File: src/rtl/psg_pkg.sv
package psg_pkg;

    localparam int NUM_REGISTERS = 16;
    localparam int REG_AW        = 4;

    typedef enum logic [1:0] {
        OP_WRITE = 2'd0,
        OP_READ  = 2'd1,
        OP_TICK  = 2'd2,
        OP_NOP   = 2'd3
    } t_op;

    typedef enum logic [1:0] {
        ENV_HOLD = 2'd0,
        ENV_UP   = 2'd1,
        ENV_DOWN = 2'd2
    } t_env_step;

    localparam logic [3:0] REG_TONE_A_FINE   = 4'd0;
    localparam logic [3:0] REG_TONE_A_COARSE = 4'd1;
    localparam logic [3:0] REG_TONE_B_FINE   = 4'd2;
    localparam logic [3:0] REG_TONE_B_COARSE = 4'd3;
    localparam logic [3:0] REG_TONE_C_FINE   = 4'd4;
    localparam logic [3:0] REG_TONE_C_COARSE = 4'd5;
    localparam logic [3:0] REG_NOISE_PER     = 4'd6;
    localparam logic [3:0] REG_MIXER         = 4'd7;
    localparam logic [3:0] REG_VOL_A         = 4'd8;
    localparam logic [3:0] REG_VOL_B         = 4'd9;
    localparam logic [3:0] REG_VOL_C         = 4'd10;
    localparam logic [3:0] REG_ENV_FINE      = 4'd11;
    localparam logic [3:0] REG_ENV_COARSE    = 4'd12;
    localparam logic [3:0] REG_ENV_SHAPE     = 4'd13;

    localparam logic [7:0] MASK_NIBBLE = 8'h0F;
    localparam logic [7:0] MASK_FIVE   = 8'h1F;
    localparam logic [7:0] RD_UNMAPPED = 8'hFF;

    localparam logic [4:0]  ENV_TOP    = 5'd31;
    localparam logic [16:0] LFSR_RESET = 17'h0FFFF;

    // Register file decoded for the generators.
    typedef struct packed {
        logic [2:0][11:0] tone_per;
        logic [4:0]       noise_per;
        logic [5:0]       mixer;
        logic [2:0][4:0]  vol;
        logic [15:0]      env_per;
        logic [3:0]       shape;
    } t_gen_cfg;

    typedef struct packed {
        logic tick;
        logic restart;
        logic attack;
    } t_gen_ctl;

endpackage

File: src/rtl/psg_regs.sv
module psg_regs
    import psg_pkg::*;
(
    input  logic              i_clk,
    input  logic              i_rst_n,
    input  logic              i_we,
    input  logic [REG_AW-1:0] i_waddr,
    input  logic [7:0]        i_wdata,
    input  logic [REG_AW-1:0] i_raddr,
    output logic [7:0]        o_rdata,
    output t_gen_cfg          o_cfg
);

    logic [7:0] r_regs [NUM_REGISTERS];
    logic [7:0] n_wval;

    always_comb begin
        n_wval = i_wdata;
        if (i_waddr inside {REG_TONE_A_COARSE, REG_TONE_B_COARSE, REG_TONE_C_COARSE,
                            REG_ENV_SHAPE}) begin
            n_wval = i_wdata & MASK_NIBBLE;
        end else if (i_waddr inside {REG_NOISE_PER, REG_VOL_A, REG_VOL_B, REG_VOL_C}) begin
            n_wval = i_wdata & MASK_FIVE;
        end
    end

    always_ff @(posedge i_clk) begin
        if (!i_rst_n) begin
            for (int i = 0; i < NUM_REGISTERS; i++) begin
                r_regs[i] <= '0;
            end
        end else if (i_we) begin
            r_regs[i_waddr] <= n_wval;
        end
    end

    assign o_rdata = r_regs[i_raddr];

    always_comb begin
        o_cfg.tone_per[0] = {r_regs[REG_TONE_A_COARSE][3:0], r_regs[REG_TONE_A_FINE]};
        o_cfg.tone_per[1] = {r_regs[REG_TONE_B_COARSE][3:0], r_regs[REG_TONE_B_FINE]};
        o_cfg.tone_per[2] = {r_regs[REG_TONE_C_COARSE][3:0], r_regs[REG_TONE_C_FINE]};
        o_cfg.noise_per   = r_regs[REG_NOISE_PER][4:0];
        o_cfg.mixer       = r_regs[REG_MIXER][5:0];
        o_cfg.vol[0]      = r_regs[REG_VOL_A][4:0];
        o_cfg.vol[1]      = r_regs[REG_VOL_B][4:0];
        o_cfg.vol[2]      = r_regs[REG_VOL_C][4:0];
        o_cfg.env_per     = {r_regs[REG_ENV_COARSE], r_regs[REG_ENV_FINE]};
        o_cfg.shape       = r_regs[REG_ENV_SHAPE][3:0];
    end

endmodule

File: src/rtl/psg_gen.sv
module psg_gen
    import psg_pkg::*;
(
    input  logic            i_clk,
    input  logic            i_rst_n,
    input  t_gen_ctl        i_ctl,
    input  t_gen_cfg        i_cfg,
    output logic [2:0][4:0] o_levels
);

    logic [2:0][11:0] r_tone_cnt, n_tone_cnt;
    logic [2:0]       r_tone_ph,  n_tone_ph;
    logic [5:0]       r_noise_cnt, n_noise_cnt;
    logic [16:0]      r_lfsr, n_lfsr;
    logic             r_noise_bit, n_noise_bit;
    logic [15:0]      r_env_cnt, n_env_cnt;
    logic [4:0]       r_env_lvl, n_env_lvl;
    t_env_step        r_env_step, n_env_step;
    logic [2:0][4:0]  r_levels, n_levels;

    logic [12:0] tone_inc;
    logic [6:0]  noise_inc;
    logic [16:0] env_inc;
    logic        env_under, env_over;
    logic [4:0]  amp;

    always_comb begin
        n_tone_cnt  = r_tone_cnt;
        n_tone_ph   = r_tone_ph;
        n_noise_cnt = r_noise_cnt;
        n_lfsr      = r_lfsr;
        n_noise_bit = r_noise_bit;
        n_env_cnt   = r_env_cnt;
        n_env_lvl   = r_env_lvl;
        n_env_step  = r_env_step;
        n_levels    = r_levels;
        tone_inc    = '0;
        noise_inc   = {1'b0, r_noise_cnt} + 7'd1;
        env_inc     = {1'b0, r_env_cnt} + 17'd1;
        env_under   = (r_env_step == ENV_DOWN) && (r_env_lvl == 5'd0);
        env_over    = (r_env_step == ENV_UP) && (r_env_lvl == ENV_TOP);
        amp         = '0;

        if (i_ctl.restart) begin
            n_env_cnt  = '0;
            n_env_lvl  = i_ctl.attack ? 5'd0 : ENV_TOP;
            n_env_step = i_ctl.attack ? ENV_UP : ENV_DOWN;
        end else if (i_ctl.tick) begin
            for (int i = 0; i < 3; i++) begin
                tone_inc = {1'b0, r_tone_cnt[i]} + 13'd1;
                if (tone_inc >= {1'b0, i_cfg.tone_per[i]}) begin
                    n_tone_cnt[i] = '0;
                    n_tone_ph[i]  = ~r_tone_ph[i];
                end else begin
                    n_tone_cnt[i] = tone_inc[11:0];
                end
            end

            // noise period register counts in half-periods
            if (noise_inc >= {1'b0, i_cfg.noise_per, 1'b0}) begin
                n_noise_cnt = '0;
                n_lfsr      = {r_lfsr[15:0], 1'b1} ^ {16'd0, r_lfsr[16] ^ r_lfsr[13]};
                n_noise_bit = n_lfsr[16];
            end else begin
                n_noise_cnt = noise_inc[5:0];
            end

            if (env_inc >= {1'b0, i_cfg.env_per}) begin
                n_env_cnt = '0;
                if (env_under || env_over) begin
                    if (i_cfg.shape inside {[4'd0:4'd7], 4'd9, 4'd15}) begin
                        n_env_lvl  = 5'd0;
                        n_env_step = ENV_HOLD;
                    end else if (i_cfg.shape inside {4'd8, 4'd12}) begin
                        n_env_lvl = env_under ? ENV_TOP : 5'd0;
                    end else if (i_cfg.shape inside {4'd10, 4'd14}) begin
                        // bounce: level stays at the edge, direction flips
                        n_env_step = env_under ? ENV_UP : ENV_DOWN;
                    end else begin
                        n_env_lvl  = ENV_TOP;
                        n_env_step = ENV_HOLD;
                    end
                end else begin
                    case (r_env_step)
                        ENV_UP:   n_env_lvl = r_env_lvl + 5'd1;
                        ENV_DOWN: n_env_lvl = r_env_lvl - 5'd1;
                        default:  n_env_lvl = r_env_lvl;
                    endcase
                end
            end else begin
                n_env_cnt = env_inc[15:0];
            end

            for (int i = 0; i < 3; i++) begin
                amp = i_cfg.vol[i][4] ? n_env_lvl : {i_cfg.vol[i][3:0], 1'b1};
                n_levels[i] = ((n_tone_ph[i] | i_cfg.mixer[i]) &
                               (n_noise_bit | i_cfg.mixer[i+3])) ? amp : 5'd0;
            end
        end
    end

    always_ff @(posedge i_clk) begin
        if (!i_rst_n) begin
            r_tone_cnt  <= '0;
            r_tone_ph   <= '0;
            r_noise_cnt <= '0;
            r_lfsr      <= LFSR_RESET;
            r_noise_bit <= 1'b0;
            r_env_cnt   <= '0;
            r_env_lvl   <= ENV_TOP;
            r_env_step  <= ENV_DOWN;
            r_levels    <= '0;
        end else begin
            r_tone_cnt  <= n_tone_cnt;
            r_tone_ph   <= n_tone_ph;
            r_noise_cnt <= n_noise_cnt;
            r_lfsr      <= n_lfsr;
            r_noise_bit <= n_noise_bit;
            r_env_cnt   <= n_env_cnt;
            r_env_lvl   <= n_env_lvl;
            r_env_step  <= n_env_step;
            r_levels    <= n_levels;
        end
    end

    assign o_levels = n_levels;

endmodule

File: src/rtl/psg_three_voice_sound_generator_unit.sv
// Three-voice sound generator, register-compatible with the classic PSG parts.
// Request channel (s_axis): tuser carries the op (write, read, tick, no-op),
// tdata carries the register address and the data byte.
// Result channel (m_axis): exactly one result per request, in order: read data
// (zero unless the op is a read) and the three 5-bit channel levels. Levels
// change only on a tick; other ops repeat the last levels.
// i_cfg_we/i_cfg_wdata set the AY address fold (low four address bits only);
// write it only while no request is in flight.
// Throughput: one request per cycle while the result side is not stalled, set by
// the single register-to-register pass that updates the register file,
// dividers, LFSR and envelope.
// A request holding stage and a result register sit on either side, so a
// request is still taken while one result waits; when m_axis_tready stays low
// the result holds and at most one more request is buffered, then
// s_axis_tready drops.
// Synchronous reset clears the register file, counters and levels, loads the
// LFSR and starts the envelope in decay at full level; both channels go empty.
module psg_three_voice_sound_generator_unit
    import psg_pkg::*;
(
    input  logic        i_clk,
    input  logic        i_rst_n,
    input  logic        i_cfg_we,
    input  logic        i_cfg_wdata,
    input  logic        s_axis_tvalid,
    output logic        s_axis_tready,
    input  logic [15:0] s_axis_tdata,   // [7:0] reg_addr, [15:8] reg_data
    input  logic [1:0]  s_axis_tuser,   // [1:0] op
    output logic        m_axis_tvalid,
    input  logic        m_axis_tready,
    output logic [23:0] m_axis_tdata    // [7:0] read_data, [12:8] level_a,
                                        // [17:13] level_b, [22:18] level_c, [23] zero
);

    logic            r_chip_is_ay;
    logic            r_in_valid;
    t_op             r_in_op;
    logic [7:0]      r_in_addr;
    logic [7:0]      r_in_data;
    logic            r_out_valid;
    logic [23:0]     r_out_data;

    logic            fire;
    logic [7:0]      addr;
    logic            addr_high;
    logic [7:0]      reg_rdata;
    logic [7:0]      n_read_data;
    logic [2:0][4:0] levels;
    t_gen_cfg        gen_cfg;
    t_gen_ctl        gen_ctl;

    assign fire          = r_in_valid && (!r_out_valid || m_axis_tready);
    assign s_axis_tready = !r_in_valid || fire;

    assign addr      = r_chip_is_ay ? {4'd0, r_in_addr[3:0]} : r_in_addr;
    assign addr_high = |addr[7:REG_AW];

    assign gen_ctl.tick    = fire && (r_in_op == OP_TICK);
    assign gen_ctl.restart = fire && (r_in_op == OP_WRITE) && !addr_high &&
                             (addr[REG_AW-1:0] == REG_ENV_SHAPE);
    assign gen_ctl.attack  = r_in_data[2];

    always_comb begin
        case (r_in_op)
            OP_READ: n_read_data = addr_high ? RD_UNMAPPED : reg_rdata;
            default: n_read_data = '0;
        endcase
    end

    psg_regs u_regs (
        .i_clk   (i_clk),
        .i_rst_n (i_rst_n),
        .i_we    (fire && (r_in_op == OP_WRITE) && !addr_high),
        .i_waddr (addr[REG_AW-1:0]),
        .i_wdata (r_in_data),
        .i_raddr (addr[REG_AW-1:0]),
        .o_rdata (reg_rdata),
        .o_cfg   (gen_cfg)
    );

    psg_gen u_gen (
        .i_clk    (i_clk),
        .i_rst_n  (i_rst_n),
        .i_ctl    (gen_ctl),
        .i_cfg    (gen_cfg),
        .o_levels (levels)
    );

    always_ff @(posedge i_clk) begin
        if (!i_rst_n) begin
            r_chip_is_ay <= 1'b0;
            r_in_valid   <= 1'b0;
            r_out_valid  <= 1'b0;
        end else begin
            if (i_cfg_we) begin
                r_chip_is_ay <= i_cfg_wdata;
            end
            if (s_axis_tready) begin
                r_in_valid <= s_axis_tvalid;
            end
            if (fire) begin
                r_out_valid <= 1'b1;
            end else if (m_axis_tready) begin
                r_out_valid <= 1'b0;
            end
        end
    end

    always_ff @(posedge i_clk) begin
        if (s_axis_tready && s_axis_tvalid) begin
            r_in_op   <= t_op'(s_axis_tuser);
            r_in_addr <= s_axis_tdata[7:0];
            r_in_data <= s_axis_tdata[15:8];
        end
        if (fire) begin
            r_out_data <= {1'b0, levels[2], levels[1], levels[0], n_read_data};
        end
    end

    assign m_axis_tvalid = r_out_valid;
    assign m_axis_tdata  = r_out_data;

endmodule

File: config.mk
export PLATFORM = sky130hd
export DESIGN_NAME = psg_three_voice_sound_generator_unit
export DESIGN_NICKNAME = d
export VERILOG_FILES = /design/src/rtl/psg_pkg.sv /design/src/rtl/psg_regs.sv /design/src/rtl/psg_gen.sv /design/src/rtl/psg_three_voice_sound_generator_unit.sv
export SDC_FILE = /design/constraint.sdc
export NUM_CORES = 1
export LEC_CHECK = 0
export ABC_AREA = 1
export BUFFER_PORTS_ARGS = -buffer_cell sky130_fd_sc_hd__buf_2
export CAP_MARGIN = 20
export CORE_MARGIN = 2
export CORE_UTILIZATION = 40
export DETAILED_ROUTE_END_ITERATION = 10
export PLACE_DENSITY = 0.65
export SLEW_MARGIN = 20
export SYNTH_ARGS = -nofsm -noshare
export SYNTH_HDL_FRONTEND = slang
export SYNTH_SLANG_ARGS = --single-unit
File: constraint.sdc
create_clock -name i_clk -period 3.2 [get_ports i_clk]
set_input_delay 0.48 -clock i_clk [delete_from_list [all_inputs] [get_ports i_clk]]
set_output_delay 0.48 -clock i_clk [all_outputs]
set_load 0.05 [all_outputs]
==> results.md <==
Run status:
- The run finished with clean final reports.

Finish:
- The share of final-layout standard cells stronger than drive strength 1 is 13.60%.
- The final layout net count is 1752.
- Once layout is done, the placed cells without fillers occupy 16090 µm².
- Cells fill 47.74% of the core in the end.
- The number of antenna diodes in the final layout is 0.
- The area of the multi-input gates is 6052 µm².
- From synthesis to final layout, the design area changed by 17.18%.
- The number of fillers in the final layout is 3206.
- Across the whole layout, storage elements account for 7167 µm².

Setup path:
- The data required time of the worst path is 3680 ps.
- The cell at the slowest stage of the critical path is dfxtp_2.
- The most used cell along the critical path is nor2_4.
- The critical path endpoint category is a register.
- The depth of the critical timing path with buffers and inverters included is 23.
- The classification of the worst setup path is register to register.
- The number of buffer and inverter stages on the critical path is 4.
- At the worst endpoint, the arrival time is 3590 ps.
- For this run, the slowest stage of the critical path takes 380 ps.
- STA classifies the critical path startpoint as a register.
- On the critical path the largest part of the delay comes from simple AND/OR/NAND/NOR gates.
- Walking the worst path, the cells encountered are nand3_4, nor2_4, inv_2, nor2_4, inv_2, nor2_4, nand2_2, nor3_2, xnor2_1, inv_2, ha_4, nand2_4, nor2_2, nand2_1, nor2_1, nor2_1, nand3_2, nor2_8, nand2_8, buf_8, nor2_4, nand2_1, a21oi_1.
- The depth of the most critical reg-to-reg path is 23.
- In this run the worst path has a maximum fanout of 8.

GRT:
- The final global-route overflow total is 0.
- The number of global-route vias before repair is 10160.
- The first global-routing pass estimated 54150 µm of wire.
- The number of antenna violations at the first check in global routing is 0.
- Global routing used 18.96% of the available tracks across all layers.
- Entering global routing, the biggest net connects 41 pins.

Job:
- The max-capacitance violation count is 0.

Floorplanning:
- The number of top-level pins is 50.
- The starting density of the core is 40.74%.
- In this run the vertical extent of the chip is 189.3 µm.
- The total area inside the core boundary comes to 33700 µm².
- The placement row count is 67.
- The die area is 35820 µm².
- The horizontal die dimension is 189.3 µm.

Route:
- The count of nets left with antenna violations once routing finished came out at 0.
- The routed length per instance is 16.13 µm.
- The detailed-route vias per instance is 5.126.
- Summing over every cut layer, the via total after detailed routing is 10930.
- The number of detailed-route iterations in the first pass is 5.
- The total wirelength of the detailed-routed design is 34380 µm.
- The detailed router's first-iteration violation count is 966.
- In the routed design, unresolved DRC markers number 0.

Logic synthesis:
- After synthesis the netlist holds a flip-flop and latch count of 273.
- Sorting the synthesized cells by area gives the leading types as edfxtp_1, dfxtp_1, nand2_1.
- In the synthesized netlist the async set-or-reset flop fraction comes to 0%.
- The area of the mapped netlist is 13730 µm².
- For this run, the number of Yosys warnings is 0.
- The most used flip-flop cell after synthesis is edfxtp_1.
- The sequential fraction of the synthesis area is 52.13%.
- The number of flops mapped to enable cells by yosys is 169.
- Sorting the synthesized cells by how often they occur yields nand2_1, edfxtp_1, nor2_1, inv_1, a21oi_1.
- The post-synthesis cell count is 1559.
- Among all cell types in the netlist, the one instantiated most often is nand2_1.
- The average footprint of a synthesized cell is 8.807 µm².
- The most area-hungry cell type in the Yosys netlist is edfxtp_1.
- The number of distinct standard cells referenced by the synthesized netlist is 45.
- The top cell type's share of synthesized area is 36.96%.

Clock network:
- TritonCTS built the clock tree.
- The root buffer cell is clkbuf_16.
- The clock net sink count is 273.
- The level count of the clock H-tree is 1.
- The clock slew at the register clock pins of the worst setup and hold paths is 60 ps.
- The post-cts hold buffer count is 0.
- The maximum buffer depth of the clock tree is 3.
- The clock latency reported for the late side of the worst-skew pair is 560 ps.
- Clock tree synthesis inserted a total of 30 buffers.

Power and ir drop:
- The worst-case vdd ir drop is 0.3750 mV.
- The leakage power is 6.878 nW.
- The cell area power density is 506.2 nW/µm².

Timing:
- For the final database, setup skew stands at 24.01 ps.
- The relative slew slack is 42.84%.
- Derived from the worst setup path, the maximum achievable clock frequency is 322.1 MHz.
- The count of final max-slew check failures is 0.
- The post-route minimum period is 3105 ps.
- Across all hold checks on the routed design, the worst slack comes to 101.2 ps.
- The portion of the clock cycle consumed by the worst path in the final layout is 97.03%.
- The total setup violations reported at the end of the flow is 0.
- The number of endpoints with negative hold slack in the final report is 0.
- Setup repair after global routing could not meet its margin everywhere.
- The actual transition at the worst max-transition pin is 856.5 ps.

Place:
- Detailed placement finished with a half-perimeter wire length of 24390 µm.
- The number of buffers inserted by port buffering is 48.
- Routability-driven placement finished with a final weighted congestion of 0.9316.
- The cell area after placement is 14720 µm².

Hold path:
- Along the worst hold path, the cell count comes to 1.
- In this run the worst hold path is classified as primary input to register.
area by class of cell:
class                           instances  area share [%]
Tap cell                              448           3.484
Timing Repair Buffer                   91           3.702
Clock inverter                         17           1.221
Sequential cell                       273           44.55
Multi-Input combinational cell       1091           37.62
Clock buffer                           39           5.390
Inverter                              173           4.036
worst reg2reg max path, cell delays in order, from the launching register on:
cell and delay (ps):
dfxtp_2 380, nand3_4 100, nor2_4 130, inv_2 60, nor2_4 120, inv_2 50
nor2_4 140, nand2_2 90, nor3_2 170, xnor2_1 150, inv_2 70, ha_4 220
nand2_4 60, nor2_2 30, nand2_1 60, nor2_1 40, nor2_1 120, nand3_2 140
nor2_8 190, nand2_8 100, buf_8 150, nor2_4 210, nand2_1 80, a21oi_1 150
cell families after synthesis:
kind of cell | Yosys count | share of synthesized area (%)
flops | 273 | 52.13
buf+inv | 224 | 6.325
other cells | 1 | 0.02731
compound gates | 231 | 10.40
xor+xnor | 44 | 2.807
fa+ha+maj | 68 | 6.252
simple gates | 718 | 22.06
per-stage QoR:
stage | power (mW) | setup TNS [ps] | cells | setup WS [ps]
floorplan | 4.337 | 0 | 1587 | 326.8
global placement | 4.540 | 0 | 2068 | 87.48
detailed placement | 4.550 | 0 | 2068 | 31.51
CTS | 8.185 | 0 | 2124 | 0.1938
global route | 8.396 | -3558 | 2132 | -132.3
finish | 8.144 | 0 | 2132 | 95.02
routing by layer:
layer	GRT usage [%]	wire, µm
met4	4.413	673
met5	0	0
met3	2.539	2155
met2	31.05	15780
met1	26.73	15770
final timing paths:
check | start | end | slack (ps)
worst max-delay path | u_gen.r_env_cnt[1] | u_gen.r_env_cnt[2] | 100
worst min-delay path | s_axis_tdata[8] | r_in_data[0] | 100
worst max register to register | u_gen.r_env_cnt[1] | u_gen.r_env_cnt[2] | 100
worst min register to register | u_gen.r_lfsr[11] | u_gen.r_lfsr[12] | 460
what timing repair did:
item	4_1_cts	5_1_grt
pin swaps	0	23
setup buffers	0	7
resized for setup	1	60
cloned	0	1
setup endpoints to repair	3	73
sequential cells by signal, indices dropped and copies added, names as in the netlist, 8 cells and up:
name,count
u_gen.r_tone_cnt,36
u_gen.r_levels,15
u_regs.r_regs,128
u_gen.r_lfsr,17
m_axis_tdata,23
r_in_addr,8
u_gen.r_env_cnt,16
r_in_data,8
report_power, final:
part	switching (mW)	internal (mW)	total, mW
logic	0.419	0.154	0.573
registers	0.0679	3.85	3.92
clock network	1.43	2.23	3.65
total	1.91	6.23	8.14
cells in the final DEF, fill, tap and decap left out, drive strengths merged, types with 57 or more instances in the layout:
master / synthesis / layout
a21oi: 113 / 113
nand2: 403 / 403
dfxtp: 104 / 104
nor2: 179 / 180
edfxtp: 169 / 169
buf: 15 / 91
ha: 67 / 67
inv: 169 / 171
nand3: 94 / 94
a22oi: 57 / 57
Power figures use the tool's default switching activity.
